## src/design/rdc_pkg.sv

```systemverilog
`default_nettype none

package rdc_pkg;

   // Fixed field widths of the request and response transfers.
   localparam int POS_W   = 15;
   localparam int VALUE_W = 20;
   localparam int COUNT_W = 16;

   // Defaults for the top-level parameters.
   localparam int DEF_MAX_ELEMENTS = 32768;
   localparam int DEF_VALUE_SPACE  = 1048576;

   // Request command codes.
   localparam logic CMD_WRITE = 1'b0;
   localparam logic CMD_QUERY = 1'b1;

   // Operation codes of a queued entry, set by the front end.
   localparam int         OP_W     = 2;
   localparam logic [1:0] OP_WRITE = 2'd0;
   localparam logic [1:0] OP_QUERY = 2'd1;
   localparam logic [1:0] OP_ERROR = 2'd2;

   // Queue between front end and back end.
   localparam int QUEUE_DEPTH = 2;
   localparam int QPTR_W      = $clog2(QUEUE_DEPTH);
   localparam int QCNT_W      = $clog2(QUEUE_DEPTH + 1);

   typedef struct packed {
      logic               cmd;
      logic [POS_W-1:0]   position;
      logic [VALUE_W-1:0] element_value;
      logic [POS_W-1:0]   range_left;
      logic [POS_W-1:0]   range_right;
   } req_type;

   typedef struct packed {
      logic [COUNT_W-1:0] distinct_count;
      logic               range_error;
   } rsp_type;

   typedef struct packed {
      logic [OP_W-1:0]    op;
      logic [POS_W-1:0]   position;
      logic [VALUE_W-1:0] element_value;
      logic [POS_W-1:0]   range_left;
      logic [POS_W-1:0]   range_right;
   } entry_type;

   typedef struct packed {
      logic valid;
      logic full;
   } q_stat_type;

endpackage

`default_nettype wire

```

## src/design/rdc_front.sv

```systemverilog
`default_nettype none

// Classifies a request into a queue entry and drops writes that fall outside
// the element store or the value space.
module rdc_front #(
   parameter int MAX_ELEMENTS = rdc_pkg::DEF_MAX_ELEMENTS,
   parameter int VALUE_SPACE  = rdc_pkg::DEF_VALUE_SPACE
) (
   input  rdc_pkg::req_type   req,
   output rdc_pkg::entry_type entry,
   output logic               keep
);

   localparam int IDX_W = $clog2(MAX_ELEMENTS);
   localparam int VAL_W = $clog2(VALUE_SPACE);
   localparam int PW    = IDX_W + rdc_pkg::POS_W;
   localparam int VW    = VAL_W + rdc_pkg::VALUE_W;

   logic [PW-1:0] pos_wide;
   logic [PW-1:0] right_wide;
   logic [VW-1:0] val_wide;
   logic          write_ok;
   logic          range_bad;

   assign pos_wide   = {{IDX_W{1'b0}}, req.position};
   assign right_wide = {{IDX_W{1'b0}}, req.range_right};
   assign val_wide   = {{VAL_W{1'b0}}, req.element_value};

   assign write_ok  = (pos_wide < PW'(MAX_ELEMENTS)) && (val_wide < VW'(VALUE_SPACE));
   assign range_bad = (req.range_left > req.range_right) ||
                      (right_wide >= PW'(MAX_ELEMENTS));

   always_comb begin
      entry.position      = req.position;
      entry.element_value = req.element_value;
      entry.range_left    = req.range_left;
      entry.range_right   = req.range_right;
      if (req.cmd == rdc_pkg::CMD_QUERY) begin
         entry.op = range_bad ? rdc_pkg::OP_ERROR : rdc_pkg::OP_QUERY;
         keep     = 1'b1;
      end else begin
         entry.op = rdc_pkg::OP_WRITE;
         keep     = write_ok;
      end
   end

endmodule

`default_nettype wire

```

## config.mk

```make
export PLATFORM = sky130hd
export DESIGN_NAME = rdc_front
export DESIGN_NICKNAME = d
export VERILOG_FILES = /design/src/design/rdc_pkg.sv /design/src/design/rdc_front.sv
export SDC_FILE = /design/constraint.sdc
export NUM_CORES = 1
export LEC_CHECK = 0
export BUFFER_PORTS_ARGS = -buffer_cell sky130_fd_sc_hd__buf_2
export CAP_MARGIN = 20
export CORE_ASPECT_RATIO = 1.5
export CORE_MARGIN = 2
export CORE_UTILIZATION = 32
export DETAILED_ROUTE_END_ITERATION = 8
export PLACE_DENSITY_LB_ADDON = 0.2
export RECOVER_POWER = 25
export SLEW_MARGIN = 0
export SYNTH_ARGS = -nofsm -noshare
export SYNTH_HDL_FRONTEND = slang
export SYNTH_SLANG_ARGS = --single-unit
```

## constraint.sdc

```tcl
create_clock -name vclk -period 2.5
set_clock_uncertainty 0.2 [all_clocks]
set_input_delay 0.5 -clock vclk [all_inputs]
set_output_delay 0.5 -clock vclk [all_outputs]
set_load 0.01 [all_outputs]
```

==> results.md, run 1 <==
* Die height at 69.52 microns
* Met2 WL at roughly 1.1 mm
* Port bufs at 63
* Most frequent cells after synthesis: buf_4 (66), inv_1 (16), ha_1 (15), nand2_1 (5), a21oi_1 (4)
* Die area at 0.003315 sq mm
* Crit-path max FO at 2
* RSZ-0062 raised after global routing: true
* Number of global-route vias before repair at 708
* Post-route worst setup slack at -0.1050 ns
* Met1 WL at 608 microns
* Highest routed layer: met4
* Setup WS pre-CTS at -0.1917 ns
* CP bufs+invs at 3
* Final Max Tran Viols at 0
* Dpl hpwl at 1.559 mm
* Req. time, crit path at 1.80 ns
* Nets at about 210
* Top-area cell type share of the netlist area at 54.10%
* Final Hold Viols at 0
* Status: finished, violations left
* Total GRT Usage at 10.09%
* Via count at 733
* Slowest-stage cell, CP: o41ai_4
* Most frequent cell after synthesis: buf_4
* Clock buf count at 0
* Post-Synthesis Cells at 125
* FP Rows at 23
* WHS Path Cells at 0
* Largest stage delay, worst path at approximately 0.34 ns
* DRC viols at 0
* Routed wire per std cell at approximately 12 microns
* Seq/Total Area, Yosys at 0%
* Worst Hold Class: primary input to output port
* Synth cell types at 19
* Final GP Congestion at 0.6652
* PD cells at 179.4 mW/mm^2
* Critical-path cell list: buf_2, inv_1, ha_4, nand4_1, a21oi_2, o31a_1, o41ai_4, buf_2
* Final instance area at 0.001140 sq mm
* I/O Pins at 134
* First-pass GRT wire length at 2.732 mm
* CP Launch Type: primary input
* Area growth, synth to finish at 24.45%
* Vias per cell at roughly 4.4
* CP top delay family: compound AO/OA/AOI/OAI gates
* Sequential cells at 0
* Starting density of the core at 33.86%
* Fmax at 383.9 MHz
* Post-route insts no fill at approximately 170
* Met3 wire length at 273 microns
* Initial DRC count at 7
* Antenna diodes at 0
* Worst endpoint data arrival time at 1.91 ns
* Min Tclk post-route at between 2 and 3 ns
* Layout cells sized above 1 at 82.44%
* Synthesized area at 915.9 sq um
* Core area at 0.002705 sq mm
* First drt pass iteration count at 3
* FF+latch area at 0 sq um
* Leading post-synthesis cells by cell area: buf_4 (54%), ha_1 (20%), inv_1 (6.6%), a21oi_1 (2.2%), nand2_1 (2.0%)
* Critical path class: primary input to output port
* # setup viols final at 2
* Die width at 47.68 microns
* Dominant cell type by area after synthesis: buf_4
* Worst vdd ir at 0.00006771 V
* Worst hold margin at about 0.8 ns
* Largest net degree at the start of global routing at 4
* Placed insts at 165
* Gr ovfl total at 0
* Initial antenna violation count at 0
* Failing checks: setup timing
* Syn_nets at 206
* Max-cap violations at 0
* Cell mode on critical path: buf_2
* Final Cycle Share at 104.2%
* Drt total wl at 2.010 mm
* Antenna viol nets, final at 0
* Setup crit end kind: output port
* Pleak at 0.5620 nW
* Syn avg cell area at approximately 7.3 sq um
* Ys Warns at 0
* Hold Path Origin: req[32]
* Hold Buf Count CTS at 0
* Hold endpoint: entry[32]
* Post-DP Area at 827.0 sq um
-- final cells by class --
cell class | count | area (sq um)
Fill cell | 299 | 1565
Multi-Input combinational cell | 43 | 581.8
Timing Repair Buffer | 72 | 446.7
Inverter | 16 | 65.06
Tap cell | 37 | 46.29
-- cells by family (layout without fill, tap and decap cells) --
family | after synthesis | after routing | share of synthesized area [%]
simple gates | 16 | 16 | 9.563
other cells | 1 | 1 | 0.4094
buf+inv | 82 | 88 | 60.66
compound gates | 11 | 11 | 8.881
fa+ha+maj | 15 | 15 | 20.49
-- placed cells by master (no fill, tap or decap) --
master,netlist,final
a211oi_2,0,1
a21oi_1,4,1
a21oi_2,1,3
a21oi_4,0,1
buf_2,0,54
buf_4,66,9
buf_6,0,7
buf_8,0,2
conb_1,1,1
ha_1,15,2
ha_4,0,13
inv_1,16,5
inv_2,0,9
inv_4,0,2
nand2_1,5,4
nand2_2,0,1
nand3_1,2,2
nand3b_1,1,1
nand4_1,1,1
nand4_4,0,1
nor2_1,3,2
nor2_2,0,1
nor3_2,0,2
o21ai_0,2,1
o21ai_1,0,1
o311a_1,1,1
o31a_1,1,1
o41ai_4,0,1
or3_4,1,1
-- stage by stage --
| stage | TNS, ns | total power, W | util, % |
|---|---|---|---|
| final | -0.1965 | 0.0002045 | 42.14 |
| after global routing | -0.3072 | 0.0002259 | 42.14 |
| after CTS | -0.2829 | 0.0001628 | 35.25 |
| after detailed placement | -0.3725 | 0.0001382 | 30.57 |
| after global placement | -0.3224 | 0.0001367 | 30.57 |
| after floorplan | 0 | 0.0001584 | - |
-- worst max path at each step --
stage / from / to / slack, ns / depth (start not counted)
after detailed placement: req[10] / entry[66] / -0.19 / 8
after global placement: req[10] / entry[66] / -0.17 / 8
after global routing: req[5] / entry[65] / -0.16 / 8
after floorplan: req[14] / entry[65] / 0.03 / 6
after CTS: req[4] / entry[66] / -0.15 / 8
final: req[6] / entry[65] / -0.11 / 8
-- report_power, final --
part / switching (W) / internal [W]
combinational: 0.0000941 / 0.000110
sequential: 0 / 0
clock: 0 / 0
total: 0.0000941 / 0.000110
-- what timing repair did --
action,CTS,global route
endpoints found under the setup margin,2,2
pin swaps,15,24
gates resized for setup,21,30
hold endpoints to repair,0,0
setup buffers,0,3
-- routing by layer --
metal	up-vias	GRT usage, %
met5	-	0
met4	0	4.204
met3	16	2.865
met2	58	19.56
met1	312	8.281
li1	347	-
Note: power is estimated with default switching activity, not from simulation.
==> inputs of run 2 (changes only) <==
--- a/config.mk
+++ b/config.mk
@@ -7,11 +7,13 @@
 export LEC_CHECK = 0
 export BUFFER_PORTS_ARGS = -buffer_cell sky130_fd_sc_hd__buf_2
 export CAP_MARGIN = 20
+export CELL_PAD_IN_SITES_DETAIL_PLACEMENT = 1
+export CELL_PAD_IN_SITES_GLOBAL_PLACEMENT = 2
 export CORE_ASPECT_RATIO = 1.5
 export CORE_MARGIN = 2
-export CORE_UTILIZATION = 32
+export CORE_UTILIZATION = 13
 export DETAILED_ROUTE_END_ITERATION = 8
-export PLACE_DENSITY_LB_ADDON = 0.2
+export PLACE_DENSITY_LB_ADDON = 0.1
 export RECOVER_POWER = 25
 export SLEW_MARGIN = 0
 export SYNTH_ARGS = -nofsm -noshare
==> run 2 against run 1 <==
Power shrank 9.5%. Critical endpoint unchanged. Largest power group unchanged. Utilization shrank 27 points. Critical path depth shrank 1. Setup slack lost 0.032 ns. Die area grew 130%. The flow still finishes with violations (setup timing). Final cell count grew 21%.
==> results.md, run 2 (synthesis results as in run 1) <==
* Status: finished, violations left
* Failing checks: setup timing
* Fill count at around 840
* Die area at 0.007747 sq mm
* Via count at around 740
* Final Cycle Share at 105.5%
* Final GP Congestion at 0.5942
* Die height at 106.8 microns
* Gr ovfl total at 0
* Placed insts at 202
* Worst vdd ir at 0.00004387 V
* RSZ-0062 raised after global routing: true
* Met2 Resource Use GR at 11.04%
* Most common cell after layout, fill and taps aside: buf_2
* Layout cells sized above 1 at 76.00%
* PD cells at around 170 mW/mm^2
* Global routing's busiest layer: met2
* Pleak at 0.5272 nW
* Critical path class: primary input to output port
* Tightest Pin Transition at 0.5520 ns
* Area growth, synth to finish at 15.71%
* Post-route insts no fill at between 200 and 250
* First drt pass iteration count at 2
* Antenna diodes at 0
* Largest stage delay, worst path at 0.40 ns
* Max-cap violations at 0
* Post-route worst setup slack at -0.1369 ns
* Critical-path cell list: buf_6, ha_4, a21oi_4, nor2_1, or3_4, o41ai_4, buf_2
* Footprint of the multi-input gates at between 500 and 600 sq um
* Sequential cells at 0
* CP Launch Type: primary input
* Most frequent cells in the layout: buf_2 (59), ha_4 (9), inv_1 (8)
* Starting density of the core at between 10% and 20%
* Nets at between 200 and 250
* Sequential group share of total power at 0%
* Final Max Tran Viols at 0
* Die width at 72.54 microns
* Antenna viol nets, final at 0
* Combinational Power Share at 100.0%
* Vias per cell at 3.621
* Total GRT Usage at 4.990%
* Worst Hold Class: primary input to output port
* First-pass GRT wire length at 3.277 mm
* # setup viols final at 2
* Worst endpoint data arrival time at 1.94 ns
* Port bufs at 63
* Number of global-route vias before repair at 803
* P_int at 0.00009351 W
* Crit-path max FO at 2
* Clk network pwr share at 0%
* Dpl hpwl at just under 2 mm
* Switching power of the nets at 0.00009151 W
* Met3 Use GR at 1.128%
* Fmax at ~380 MHz
* Worst slew margin at a little over three fifths
* Clock buf count at 0
* FP Rows at 37
* I/O Pins at 134
* Drt total wl at between 2 and 2.5 mm
* Post-DP Area at between 800 and 900 sq um
* Hold Buf Count CTS at 0
* Setup crit end kind: output port
* Post-route setup TNS at -0.2703 ns
* Min Tclk post-route at 2.637 ns
* Met1 Use GR at 4.274%
* Largest net degree at the start of global routing at 4
* Switching Share at 49.46%
* Initial antenna violation count at 0
* Initial DRC count at 12
* Slowest-stage cell, CP: or3_4
* Final Hold Viols at 0
* Core area at 0.006852 sq mm
* Routed wire per std cell at 10.64 microns
* Req. time, crit path at 1.80 ns
* FF+latch area at 0 sq um
* DRC viols at 0
* Final instance area at 0.001060 sq mm
[run 2: cell types whose count changed in the layout (fill, tap and decap cells not counted), moves of 2 or more]
cell and delta:
buf_2 +5, buf_4 -6, buf_6 -3, buf_8 -2
ha_1 +3, ha_4 -4, inv_1 +3, inv_2 -3
[run 2: layout make-up]
cell class         count  share of cell area [%]
inverters             16                   6.139
well taps             78                   9.209
repair buffers        66                   34.24
multi-input cells     43                   50.41
[run 2: power groups by stage]
| stage | logic (W) | registers (W) | clock network [W] |
|---|---|---|---|
| 6_report | 0.000185 | 0 | 0 |
| 5_1_grt | 0.000206 | 0 | 0 |
| 4_1_cts | 0.000169 | 0 | 0 |
| 3_5_place_dp | 0.000140 | 0 | 0 |
| 3_3_place_gp | 0.000139 | 0 | 0 |
| 2_1_floorplan | 0.000158 | 0 | 0 |
[run 2: timing repair]
action                                  CTS  global route
pin swaps                                14            13
setup buffers                             1             0
gates resized for setup                  19            19
endpoints found under the setup margin    2             2
[run 2: path summary, 6_finish.rpt]
check / end / from / slack, ns / cells after the start
setup / recovery: entry[65] / req[25] / -0.14 / 7
hold / removal: entry[33] / req[33] / 0.80 / 0
[run 2: metal layers]
| layer | vias to the layer above | wire length [microns] |
|---|---|---|
| li1 | 335 | - |
| met1 | 335 | 660 |
| met2 | 59 | 1238 |
| met3 | 6 | 249 |
| met4 | 0 | 12 |
| met5 | - | 0 |
[run 2: per-stage QoR]
stage          hold slack, ns  utilization, %  setup WS, ns  power (W)
6_report               0.8000           15.47       -0.1369  0.0001850
5_1_grt                0.8000           15.47       -0.2036  0.0002059
4_1_cts                0.8001           14.34       -0.1418  0.0001692
3_5_place_dp           0.8001           12.38       -0.2591  0.0001399
3_3_place_gp           0.8001           12.38       -0.2595  0.0001395
2_1_floorplan          0.8918               -       0.02729  0.0001584
[run 2: critical path, delay by kind of cell]
kind	cells	cell delay (ns)
compound gates	2	0.45
buf+inv	2	0.28
fa+ha+maj	1	0.25
simple gates	2	0.46
==> inputs of run 3 (changes only) <==
--- a/config.mk
+++ b/config.mk
@@ -13,7 +13,7 @@
 export CORE_MARGIN = 2
 export CORE_UTILIZATION = 13
 export DETAILED_ROUTE_END_ITERATION = 8
-export PLACE_DENSITY_LB_ADDON = 0.1
+export PLACE_DENSITY_LB_ADDON = 0.25
 export RECOVER_POWER = 25
 export SLEW_MARGIN = 0
 export SYNTH_ARGS = -nofsm -noshare
==> run 3 against run 2 <==
The flow still finishes with violations (setup timing). Setup slack gained 0.063 ns. Final cell count grew 1.5%. Via count increased by 1.6%. Global-route usage grew 0.61 points. Worst hold slack about the same. Routed wire length up 14%. Critical path type unchanged.
==> results.md, run 3 (synthesis results as in run 1) <==
* Status: finished, violations left
* Failing checks: setup timing
* First-pass GRT wire length at approximately 3.6 mm
* Largest stage delay, worst path at 0.33 ns
* Worst setup path endpoint: entry[65]
* Most frequent cells in the layout: buf_2 (53), ha_4 (13), buf_6 (7)
* Final Max Tran Viols at 0
* Initial DRC count at 14
* Die width at between 70 and 80 microns
* Core area at about 0.0069 sq mm
* Worst Hold Class: primary input to output port
* CP startpoint: req[8]
* Number of global-route vias before repair at around 790
* Vias per cell at 3.626
* CP top delay family: compound AO/OA/AOI/OAI gates
* Antenna viol nets, final at 0
* Post-route worst setup slack at -0.07359 ns
* Req. time, crit path at between 1.5 and 2 ns
* Starting density of the core at between 10% and 20%
* Via count at between 700 and 800
* Post-route insts no fill at 206
* Hold Buf Count CTS at 0
* Total GRT Usage at 5.600%
* Port bufs at 63
* I/O Pins at ~130
* Nets at 211
* Slowest-stage cell, CP: or3_4
* PD cells at 177.4 mW/mm^2
* Die area at between 0.007 and 0.008 sq mm
* Area growth, synth to finish at 30.46%
* Largest net degree at the start of global routing at 4
* Worst hold margin at 0.8000 ns
* RSZ-0062 raised after global routing: true
* Layout cells sized above 1 at 82.81%
* FP Rows at 37
* Fmax at 388.6 MHz
* Pleak at 0.5532 nW
* Antenna diodes at 0
* Worst vdd ir at between 0.00004 and 0.00005 V
* CP Launch Type: primary input
* DRC viols at 0
* Min Tclk post-route at 2.574 ns
* Sequential cells at 0
* Drt total wl at 2.459 mm
* Critical-path cell list: buf_8, inv_4, ha_4, a21oi_4, nor3_2, or3_4, o41ai_2, buf_2
* Setup crit end kind: output port
* Die height at roughly 110 microns
* First drt pass iteration count at 3
* Crit-path max FO at 2
* Routed wire per std cell at 11.94 microns
* Dpl hpwl at between 2 and 2.5 mm
* CP bufs+invs at 3
* Setup WS pre-CTS at -0.2577 ns
* Critical path class: primary input to output port
* Final Hold Viols at 0
* Gr ovfl total at 0
* WP depth at 8
* Initial antenna violation count at 0
* Placed insts at 205
* Most common cell after layout, fill and taps aside: buf_2
* FF+latch area at 0 sq um
* Final GP Congestion at 0.7167
* Worst endpoint data arrival time at between 1.5 and 2 ns
* Final Cycle Share at 102.9%
* Power consumption at 0.0002120 W
* Clock buf count at 0
* Layout Utilization at 17.44%
* Max-cap violations at 0
* # setup viols final at 2
## run 3: cell types whose count changed in the layout (fill, tap and decap cells not counted), moves of 3 or more
cell / change
buf_2: -6
buf_4: +3
buf_6: +3
buf_8: +3
ha_1: -4
ha_4: +4
inv_1: -3
inv_4: +4
## run 3: stage by stage
| step | TNS [ns] | area (sq um) |
|---|---|---|
| floorplan | 0 | 915.9 |
| global placement | -0.4803 | 870.8 |
| detailed placement | -0.5143 | 870.8 |
| CTS | -0.2792 | 1051 |
| global route | -0.2365 | 1195 |
| finish | -0.1381 | 1195 |
## run 3: where the power goes
part,total (W),switching [W],internal [W]
Clock,0,0,0
Combinational,0.000212,0.0000991,0.000113
Sequential,0,0,0
## run 3: layout make-up
cell class / count / area (sq um)
Inverter: 16 / 75.07
Fill cell: 844 / 5657
Multi-Input combinational cell: 43 / 588.1
Tap cell: 78 / 97.59
Timing Repair Buffer: 69 / 434.2
## run 3: layer usage
layer	vias to the layer above	GRT usage, %	wire length (microns)	part of all wire (%)
li1	344	-	-	-
met1	327	5.128	690	28
met2	66	11.82	1461	59
met3	10	0.8459	271	11
met4	0	1.720	34	1.4
met5	-	0	0	0
## run 3: worst min-delay path by stage
stage / from / to / cells past startpoint / slack, ns
after global routing: req[45] / entry[45] / 0 / 0.80
after CTS: req[35] / entry[35] / 0 / 0.80
after floorplan: req[0] / entry[0] / 1 / 0.89
after detailed placement: req[35] / entry[35] / 0 / 0.80
after global placement: req[35] / entry[35] / 0 / 0.80
final: req[34] / entry[34] / 0 / 0.80
## run 3: timing repair
action / 4_1_cts / 5_1_grt
gates resized for setup: 29 / 31
buffers inserted: 0 / 1
pin swaps: 19 / 21
endpoints found under the setup margin: 2 / 2
