### src/design/rdc_pkg.sv
`default_nettype none

package rdc_pkg;

   // Fixed field widths of the request and response transfers.
   localparam int POS_W   = 15;
   localparam int VALUE_W = 20;
   localparam int COUNT_W = 16;

   // Defaults for the top-level parameters.
   localparam int DEF_MAX_ELEMENTS = 32768;
   localparam int DEF_VALUE_SPACE  = 1048576;

   // Request command codes.
   localparam logic CMD_WRITE = 1'b0;
   localparam logic CMD_QUERY = 1'b1;

   // Operation codes of a queued entry, set by the front end.
   localparam int         OP_W     = 2;
   localparam logic [1:0] OP_WRITE = 2'd0;
   localparam logic [1:0] OP_QUERY = 2'd1;
   localparam logic [1:0] OP_ERROR = 2'd2;

   // Queue between front end and back end.
   localparam int QUEUE_DEPTH = 2;
   localparam int QPTR_W      = $clog2(QUEUE_DEPTH);
   localparam int QCNT_W      = $clog2(QUEUE_DEPTH + 1);

   typedef struct packed {
      logic               cmd;
      logic [POS_W-1:0]   position;
      logic [VALUE_W-1:0] element_value;
      logic [POS_W-1:0]   range_left;
      logic [POS_W-1:0]   range_right;
   } req_type;

   typedef struct packed {
      logic [COUNT_W-1:0] distinct_count;
      logic               range_error;
   } rsp_type;

   typedef struct packed {
      logic [OP_W-1:0]    op;
      logic [POS_W-1:0]   position;
      logic [VALUE_W-1:0] element_value;
      logic [POS_W-1:0]   range_left;
      logic [POS_W-1:0]   range_right;
   } entry_type;

   typedef struct packed {
      logic valid;
      logic full;
   } q_stat_type;

endpackage

`default_nettype wire

### src/design/rdc_queue.sv
`default_nettype none

// Small FIFO of classified entries between the front end and the back end.
module rdc_queue (
   input  logic                clock,
   input  logic                reset,
   input  logic                push,
   input  rdc_pkg::entry_type  push_entry,
   input  logic                pop,
   output rdc_pkg::entry_type  head,
   output rdc_pkg::q_stat_type stat
);

   rdc_pkg::entry_type entries_ff [rdc_pkg::QUEUE_DEPTH];

   logic [rdc_pkg::QPTR_W-1:0] wr_ptr_ff, wr_ptr_in;
   logic [rdc_pkg::QPTR_W-1:0] rd_ptr_ff, rd_ptr_in;
   logic [rdc_pkg::QCNT_W-1:0] count_ff, count_in;

   localparam logic [rdc_pkg::QPTR_W-1:0] PTR_LAST = rdc_pkg::QPTR_W'(rdc_pkg::QUEUE_DEPTH - 1);

   always_comb begin
      wr_ptr_in = wr_ptr_ff;
      rd_ptr_in = rd_ptr_ff;
      count_in  = count_ff;
      if (push) begin
         wr_ptr_in = (wr_ptr_ff == PTR_LAST) ? '0 : wr_ptr_ff + 1'b1;
      end
      if (pop) begin
         rd_ptr_in = (rd_ptr_ff == PTR_LAST) ? '0 : rd_ptr_ff + 1'b1;
      end
      if (push && !pop) begin
         count_in = count_ff + 1'b1;
      end else if (pop && !push) begin
         count_in = count_ff - 1'b1;
      end
   end

   always_ff @(posedge clock) begin
      if (reset) begin
         wr_ptr_ff <= '0;
         rd_ptr_ff <= '0;
         count_ff  <= '0;
      end else begin
         wr_ptr_ff <= wr_ptr_in;
         rd_ptr_ff <= rd_ptr_in;
         count_ff  <= count_in;
      end
   end

   always_ff @(posedge clock) begin
      if (push) begin
         entries_ff[wr_ptr_ff] <= push_entry;
      end
   end

   assign head       = entries_ff[rd_ptr_ff];
   assign stat.valid = (count_ff != '0);
   assign stat.full  = (count_ff == rdc_pkg::QCNT_W'(rdc_pkg::QUEUE_DEPTH));

endmodule

`default_nettype wire

### config.mk
export PLATFORM = sky130hd
export DESIGN_NAME = rdc_queue
export DESIGN_NICKNAME = d
export VERILOG_FILES = /design/src/design/rdc_pkg.sv /design/src/design/rdc_queue.sv
export SDC_FILE = /design/constraint.sdc
export NUM_CORES = 1
export LEC_CHECK = 0
export CORE_MARGIN = 5
export CORE_UTILIZATION = 50
export CTS_BUF_LIST = sky130_fd_sc_hd__clkbuf_16
export CTS_CLUSTER_DIAMETER = 120
export CTS_CLUSTER_SIZE = 28
export DETAILED_ROUTE_END_ITERATION = 10
export DONT_BUFFER_PORTS = 1
export HOLD_SLACK_MARGIN = 0.03
export PLACE_DENSITY = 0.74
export SLEW_MARGIN = 40
export SYNTH_ARGS = -nofsm -noshare
export SYNTH_HDL_FRONTEND = slang
export SYNTH_SLANG_ARGS = --single-unit
### constraint.sdc
create_clock -name clock -period 8.81 [get_ports clock]
set_clock_uncertainty 0.2 [all_clocks]
set_input_delay 0.4405 -clock clock [delete_from_list [all_inputs] [get_ports clock]]
set_output_delay 0.4405 -clock clock [all_outputs]
set_load 0.05 [all_outputs]
==> results.cfg, run 1 <==
[detailed_routing]
first_pass_iters = 4
wl_per_cell_um = 19.0
drt-initial-drc-count = 98
via_per_inst = 5.07
route.detailed.drc = 0
totalWireLength_mm = 8.84
route.vias.total = 2364
postRouteAntennaNets = 0

[sta]
relSlewSlack = 0.572
period_minus_slack_ns = 2.57
period_share = 0.291
tightest_slew_ns = 0.643
holdWs_ns = 0.187
fmax_mhz = 390
setup_violations = 0
hold_violations = 0
rsz0062_at_grt = no
fin_setup_tns_ns = 0
slew_viol_final = 0

[run_status]
status = finished, final reports clean

[placed_design]
dp_hpwl_mm = 5.40
port_buffers = 0
gp_congestion = 0.702

[synthesis]
synth_area_leader_cell = edfxtp_1
synth_area_leaders = edfxtp_1 78%, mux2_4 8.7%, mux2_2 8.1%
syn_area_sq_um = 5160
avgSynthCellArea_sq_um = 22.4
yosys_register_bits = 139
synth_fp_nets = 302
synth_cell_types = 19
synth_warnings = 0
yosysSeqAreaShare = 0.800
synth.top_cell.area_share = 0.780
syn_inst = 230

[clocking]
clkSinkCount = 139
htree_levels = 4
cts_made_buffers = 17
cts_tree = yes
clockRootBuffer = clkbuf_16
cts.clk_slew.worst_paths_ns = 0.06
cts_buffer_depth = 2
clk_latency_ns = 0.40

[grt]
grt_pass1_vias = 2637
grt_max_degree = 68
gr-usage-all-layers = 0.147
antenna_found_initial = 1
grt_pass1_wl_mm = 13.9
overflow = 0

[finish]
final_common_cell = edfxtp_1
final_cell_mix = 134 x edfxtp_1, 71 x dlygate4sd3_1, 37 x mux2_2, 30 x mux2_4, 17 x clkbuf_16
syn_to_final_growth_pct = 30.4
drive_gt1_frac = 0.319
fill_cells = 672
final_nets = 388

[critical_path]
cp.required_ns = 8.17
crit_arrival_ns = 1.93
critPathMaxStageDelay_ns = 0.70
crit_chain = buf_12 -> mux2_2
crit_slowest_cell = dfxtp_4
crit_path_end_kind = primary output
path_max_fanout = 38
cp-start-kind = flop
path_class = flop to primary output

[die]
die-height_um = 112
dieArea_sq_um = 12400
io_pins = 140
rows = 37
die_x_um = 112
core_sq_um = 10200
initial_core_util = 0.506

[hold_path]
min-delay-path-class = primary input to flop

[power]
ir_drop_v = 0.000163
leakage_nw = 2.37
power.density_nw_per_um2 = 273

[flow_run]
maxCapViolations = 0
[Yosys cell counts (all sizes together)]
cell type and n:
a21oi 1, and2 1, and2b 1, buf 7, dfxtp 5, edfxtp 134
ha 1, inv 1, mux2 67, nor2 4, nor2b 1, o21ai 1
or2 1, or3 1, xnor2 2, xor2 2
[kinds of logic (layout without fill, tap and decap cells)]
kind of cell | Yosys count | after routing | synth area share
mux | 67 | 67 | 0.168
buf+inv | 8 | 107 | 0.0116
other cells | 0 | 1 | 0
simple gates | 9 | 9 | 0.00922
xor+xnor | 4 | 4 | 0.00680
flops | 139 | 139 | 0.800
compound gates | 2 | 2 | 0.00194
fa+ha+maj | 1 | 1 | 0.00243
[worst max-delay path, delay by kind of cell, from the launching register on]
kind | cells | cell delay [ns]
buf+inv | 1 | 0.30
flops | 1 | 0.70
mux | 1 | 0.50
[power breakdown]
group | switching, mW | leakage [nW] | internal (mW)
clock network | 0.258 | 0.325 | 0.532
registers | 0.0180 | 1.30 | 0.771
logic | 0.180 | 0.747 | 0.0768
[cell type report]
class	instances	area (sq um)	area share
multi-input cells	83	982	0.146
repair buffers	74	762	0.113
diodes	1	2.50	0.000372
clock buffers	17	425	0.0633
inverters	1	3.75	0.000558
clock inverters	15	248	0.0369
flip-flops and latches	139	4130	0.614
well taps	136	170	0.0253
[final timing paths]
kind                  start           endpoint  slack (ns)  cells after the start
setup / recovery       flop           head[54]        6.24                      2
hold / removal         push        count_ff[0]        0.19                      3
setup reg to reg  wr_ptr_ff  entries_ff[1][25]        7.09                      2
hold reg to reg   rd_ptr_ff          rd_ptr_ff        0.32                      2
[sequential cells by signal, summed over array words and instances, names as in the netlist, named ones only]
signal,flops
count_ff,2
rd_ptr_ff,1
entries_ff,134
wr_ptr_ff,1
[per-layer routing]
layer	wire length, um	global-route usage	share of wire	vias up
li1	-	-	-	1081
met5	0	0	0	-
met2	4740	0.255	0.54	97
met4	94	0.0535	0.011	0
met1	3200	0.150	0.36	1177
met3	810	0.0799	0.092	9
[what timing repair did]
item	CTS	global route
hold endpoints to repair	139	0
hold buffers	71	0
resized for setup	0	0
setup buffers	0	0
[stage by stage]
stage	cells	util	cell area (sq um)	power, mW	setup slack, ns
after floorplan	230	-	5160	1.01	4.73
after global placement	360	0.520	5290	1.03	6.55
after detailed placement	362	0.524	5340	1.03	6.62
after CTS	465	0.660	6720	1.85	6.18
after global routing	466	0.660	6720	1.90	6.14
final	466	0.660	6720	1.84	6.24
No activity file was read; power rests on OpenSTA's default activity.
==> run 2, diff against run 1 <==
--- a/config.mk
+++ b/config.mk
@@ -5,6 +5,7 @@
 export SDC_FILE = /design/constraint.sdc
 export NUM_CORES = 1
 export LEC_CHECK = 0
+export ABC_AREA = 1
 export CORE_MARGIN = 5
 export CORE_UTILIZATION = 50
 export CTS_BUF_LIST = sky130_fd_sc_hd__clkbuf_16
==> constraint.sdc (replaced) <==
create_clock -name clock -period 2.6 [get_ports clock]
set_clock_uncertainty 0.2 [all_clocks]
set_input_delay 0.13 -clock clock [delete_from_list [all_inputs] [get_ports clock]]
set_output_delay 0.13 -clock clock [all_outputs]
set_load 0.05 [all_outputs]
==> run 2 against run 1 <==
Setup slack got worse by 5.8 ns. Synthesized cell count grew 4.8%. Final cell count increased by 2.8%. Clock-buffer cell count is the same. Critical path depth is the same. Critical endpoint is now head[49]. Non-clock buffer count grew 4. Register-to-register slack worse by 6.0 ns. Clock power increased to 2.9 times the previous value. Global-route usage is 1.1 points higher. Flip-flop and latch count unchanged. Cell area down 1.2%. Via count rose by 2.6%.
==> results.cfg, run 2 <==
[clocking]
cts_tree = yes
cts_made_buffers = 17
clk_latency_ns = 0.41
cts.clk_slew.worst_paths_ns = 0.05
cts_setup_buffers = 0
post_cts_resized = 0
ctsHoldBuffers = 71
clkSinkCount = 139
htree_levels = 4
clockRootBuffer = clkbuf_16
cts_buffer_depth = 2

[sta]
hold_violations = 0
relSlewSlack = 0.662
fin_setup_tns_ns = 0
slew_viol_final = 0
period_share = 0.827
tightest_slew_ns = 0.507
rsz0062_at_grt = no
period_minus_slack_ns = 2.15
setup_violations = 0
fmax_mhz = 465
setup_ws_ns = 0.449

[grt]
grt_max_degree = 38
antenna_found_initial = 0
grt_pass1_wl_mm = 14.5
gr-usage-all-layers = 0.159
grt_pass1_vias = 2696
overflow = 0

[hold_path]
min_path_cells = 3
hold_start = push
min-delay-path-class = primary input to flop
min_to = entries_ff[1][35]

[synthesis]
ys_top_cells_by_count = 134 x edfxtp_1, 37 x mux2_2, 30 x mux2_4
synth.top_cell.area_share = 0.778
synth_edf_count = 134
ys.flop_type = edfxtp_1
synth_area_leader_cell = edfxtp_1
yosys_register_bits = 139
yosysSeqAreaShare = 0.797
synth_fp_nets = 313
syn_area_sq_um = 5170
syn_inst = 241
yosysMostFrequentCell = edfxtp_1
avgSynthCellArea_sq_um = 21.5
synth_cell_types = 17
synth_area_leaders = edfxtp_1 78%, mux2_4 8.7%, mux2_2 8.1%
async_reset_ff_frac = 0
synth_warnings = 0

[finish]
top_regs = entries_ff: 134 flops, count_ff: 2 flops
max_flop_register = entries_ff
syn_to_final_growth_pct = 28.3
final_cell_mix = 134 x edfxtp_1, 71 x dlygate4sd3_1, 37 x mux2_2, 30 x mux2_4, 17 x clkbuf_16
fill_cells = 690
final_nets = 403
diodes = 0
final_common_cell = edfxtp_1
drive_gt1_frac = 0.294
largest_reg_flops = 134

[power]
power.density_nw_per_um2 = 867
ir_drop_v = 0.000596
leakage_nw = 2.38

[critical_path]
crit_arrival_ns = 1.82
r2r_cells = 3
crit_family = flip-flops
crit_buf_inv = 1
cp.required_ns = 2.27
crit_slowest_cell = dfxtp_4
worstReg2RegStart = wr_ptr_ff
crit_chain = buf_4 -> mux2_2
path_max_fanout = 24
path_class = flop to primary output
r2r_setup_slack_ns = 1.07
r2r-end = entries_ff[1][56]
crit_path_end_kind = primary output
cp-start-kind = flop
path_depth = 2
critPathMaxStageDelay_ns = 0.57

[detailed_routing]
via_per_inst = 5.06
drt-initial-drc-count = 139
wl_per_cell_um = 19.5
postRouteAntennaNets = 0
first_pass_iters = 4
route.detailed.drc = 0
totalWireLength_mm = 9.34
route.vias.total = 2425

[flow_run]
maxCapViolations = 0

[placed_design]
dp_hpwl_mm = 5.68
dpl_worst_slack_ns = 0.877
gp_congestion = 0.699
port_buffers = 0

[die]
dieArea_sq_um = 12500
die_x_um = 112
initial_core_util = 0.506
core_sq_um = 10200
rows = 37
die-height_um = 112
io_pins = 140

[run_status]
status = finished, final reports clean
## run 2: cell count changes after synthesis, moves of 2 or more
cell	delta
xor2_1	-2
nor2_1	+2
inv_1	+8
nand2_1	+6
## run 2: area by class of cell
type                       instances  area, sq um  share of cell area
sequential                       139         4130               0.622
multi-input combinational         86          967               0.146
timing repair buffer              78          776               0.117
clock buffer                      17          425              0.0641
tap                              136          170              0.0256
clock inverter                    14          139              0.0209
inverter                           9         33.8             0.00509
## run 2: per-layer routing
| layer | share of wire | wire, um | GRT usage | vias up |
|---|---|---|---|---|
| li1 | - | - | - | 1118 |
| met1 | 0.38 | 3510 | 0.164 | 1181 |
| met2 | 0.52 | 4870 | 0.268 | 113 |
| met3 | 0.084 | 781 | 0.0793 | 13 |
| met4 | 0.019 | 176 | 0.0770 | 0 |
| met5 | 0 | 0 | 0 | - |
## run 2: cell families (layout without fill, tap and decap cells)
logic type	Yosys count	in the layout	share of synthesized area
AOI/OAI and AO/OA	2	2	0.00193
muxes	67	67	0.168
xor gates and xnor gates	1	1	0.00169
adders and majority gates	1	1	0.00242
buffers and inverters	16	118	0.0174
and+or+nand+nor	15	15	0.0118
DFF	139	139	0.797
## run 2: worst min-delay path: stages
cell     delay (ns)
nand2_1        0.06
inv_2          0.04
buf_4          0.25
## run 2: worst max-delay path by stage
stage / startpoint / end / slack (ns)
after CTS: flop / head[49] / 0.41
after global placement: flop / head[63] / 0.90
final: flop / head[49] / 0.45
after detailed placement: flop / head[14] / 0.88
after floorplan: wr_ptr_ff / entries_ff[1][0] / 0.22
after global routing: flop / head[49] / 0.37
## run 2: per-stage QoR
step	instance area, sq um	power [mW]	utilization	hold slack, ns	std cells
after global placement	5360	3.41	0.524	0.000597	377
after detailed placement	5360	3.42	0.524	-0.00149	377
after floorplan	5180	3.35	-	0.00238	241
after CTS	6640	5.82	0.649	0.0694	479
final	6640	5.76	0.649	0.0849	479
after global routing	6640	5.97	0.649	0.102	479
## run 2: report_power, final
part | leakage, nW | internal (mW) | switching (mW)
combinational | 0.790 | 0.249 | 0.586
sequential | 1.30 | 2.59 | 0.0459
clock | 0.286 | 1.47 | 0.812
total | 2.38 | 4.31 | 1.44
==> run 3, diff against run 2 <==
--- a/config.mk
+++ b/config.mk
@@ -5,7 +5,7 @@
 export SDC_FILE = /design/constraint.sdc
 export NUM_CORES = 1
 export LEC_CHECK = 0
-export ABC_AREA = 1
+export ABC_AREA = 0
 export CORE_MARGIN = 5
 export CORE_UTILIZATION = 50
 export CTS_BUF_LIST = sky130_fd_sc_hd__clkbuf_16
@@ -14,7 +14,7 @@
 export DETAILED_ROUTE_END_ITERATION = 10
 export DONT_BUFFER_PORTS = 1
 export HOLD_SLACK_MARGIN = 0.03
-export PLACE_DENSITY = 0.74
+export PLACE_DENSITY = 0.77
 export SLEW_MARGIN = 40
 export SYNTH_ARGS = -nofsm -noshare
 export SYNTH_HDL_FRONTEND = slang
==> constraint.sdc (replaced) <==
create_clock -name clock -period 1.8 [get_ports clock]
set_clock_uncertainty 0.2 [all_clocks]
set_input_delay 0.09 -clock clock [delete_from_list [all_inputs] [get_ports clock]]
set_output_delay 0.09 -clock clock [all_outputs]
set_load 0.05 [all_outputs]
==> run 3 against run 2 <==
The run now ends with negative setup slack left. Highest routed layer unchanged. Core utilization rose by 1.1 points. First-iteration DRC count fell by 23%. Clock power rose by 40%. Setup slack got worse by 0.46 ns.
==> results.cfg, run 3 (synthesis gave the netlist of run 1 again) <==
[placed_design]
port_buffers = 0
gp_congestion = 0.665

[grt]
antenna_found_initial = 0
grt_max_degree = 38
gr-usage-all-layers = 0.147
overflow = 0
grt_pass1_vias = 2700
grt_pass1_wl_mm = 13.9

[finish]
multi_input_area_sq_um = 1030
drive_gt1_frac = 0.320
fill_cells = 685
syn_to_final_growth_pct = 30.4
largest_reg_flops = 134
diodes = 0
top_regs = entries_ff: 134 flops, count_ff: 2 flops
max_flop_register = entries_ff
final_cell_mix = 134 x edfxtp_1, 71 x dlygate4sd3_1, 43 x mux2_4, 24 x mux2_2, 17 x clkbuf_16
regArea_sq_um = 4130
final_common_cell = edfxtp_1
final_nets = 391

[detailed_routing]
route.detailed.drc = 0
drt-initial-drc-count = 107
first_pass_iters = 4
totalWireLength_mm = 9.14
wl_per_cell_um = 19.6
route.vias.total = 2358
postRouteAntennaNets = 0
via_per_inst = 5.05

[power]
swShare = 0.261
p_seq_frac = 0.457
p_int_mw = 6.20
clkPwrFrac = 0.381
ir_drop_v = 0.000795
p_total_mw = 8.39
power.density_nw_per_um2 = 1250
leakage_nw = 2.38
pwr-share-comb = 0.162
total_switching_power_mw = 2.19

[die]
die-height_um = 112
initial_core_util = 0.506
die_x_um = 112
rows = 37
core_sq_um = 10200
io_pins = 140
dieArea_sq_um = 12400

[clocking]
clockRootBuffer = clkbuf_16
clkSinkCount = 139
htree_levels = 4
clk_latency_ns = 0.39
cts_tree = yes
cts.clk_slew.worst_paths_ns = 0.06
cts_made_buffers = 17
cts_buffer_depth = 2
cts_setup_buffers = 0

[critical_path]
cp.required_ns = 1.51
crit_chain = buf_12 -> mux2_2
crit_slowest_cell = mux2_2
path_class = flop to primary output
cp-start-kind = flop
critPathMaxStageDelay_ns = 0.50
path_max_fanout = 35
crit_path_end_kind = primary output
r2r_setup_slack_ns = 0.32
crit_arrival_ns = 1.52

[sta]
hold_violations = 0
setup_ws_ns = -0.00782
relSlewSlack = 0.692
holdWs_ns = 0.143
slew_viol_final = 0
period_minus_slack_ns = 1.81
fmax_mhz = 553
tightest_slew_ns = 0.464
period_share = 1.00
rsz0062_at_grt = yes
setup_violations = 13

[hold_path]
min-delay-path-class = primary input to flop

[flow_run]
maxCapViolations = 0

[run_status]
status = finished with violations
violations = negative setup slack
## run 3: changes by cell type in the layout (fill, tap and decap cells not counted), moves of 2 or more
cell / delta
buf_12: +5
buf_4: -6
clkinvlp_4: +5
inv_1: -10
mux2_2: -13
mux2_4: +13
nand2_1: -6
xor2_1: +2
## run 3: worst paths after layout
check	from	end	cells after the start
worst max-delay path	flop	head[64]	2
worst min-delay path	push_entry[13]	entries_ff[1][13]	1
worst max register to register	wr_ptr_ff	entries_ff[1][32]	2
worst min register to register	rd_ptr_ff	rd_ptr_ff	2
## run 3: critical path: cells and delay by family, from the launching register on
family / cells / cell delay, ns
mux: 1 / 0.50
flops: 1 / 0.37
buf+inv: 1 / 0.23
## run 3: power by group through the flow
stage | clock [mW] | combinational, mW | sequential [mW]
2_1_floorplan | 0 | 1.06 | 3.88
3_3_place_gp | 0 | 1.17 | 3.88
3_5_place_dp | 0 | 1.19 | 3.90
4_1_cts | 3.26 | 1.35 | 3.83
5_1_grt | 3.47 | 1.41 | 3.84
6_report | 3.20 | 1.36 | 3.83
## run 3: cell type report
cell class | instances | share of cell area
multi-input cells | 83 | 0.153
well taps | 136 | 0.0253
clock inverters | 14 | 0.0195
inverters | 1 | 0.000558
flip-flops and latches | 139 | 0.614
clock buffers | 17 | 0.0633
repair buffers | 77 | 0.124
## run 3: per-layer routing
metal	up-vias	global-route usage	share of wire
li1	1082	-	-
met1	1159	0.142	0.35
met2	102	0.267	0.54
met3	15	0.0707	0.086
met4	0	0.0608	0.016
met5	-	0	0
## run 3: per-stage QoR
step           instances  setup slack [ns]  setup TNS [ns]   util  instance area [sq um]
3_3_place_gp         365             0.361               0  0.531                   5410
2_1_floorplan        230            -0.145          -12.88      -                   5170
5_1_grt              467           -0.0651           -1.43  0.660                   6720
6_report             467          -0.00782         -0.0644  0.660                   6720
3_5_place_dp         365             0.339               0  0.531                   5410
4_1_cts              467           -0.0263          -0.613  0.657                   6700
## run 3: what timing repair did
item                                    CTS  global route
resized for setup                         6             7
hold buffers                             71             0
pin swaps                                 0             0
endpoints found under the setup margin   37            31
hold endpoints to repair                221             0
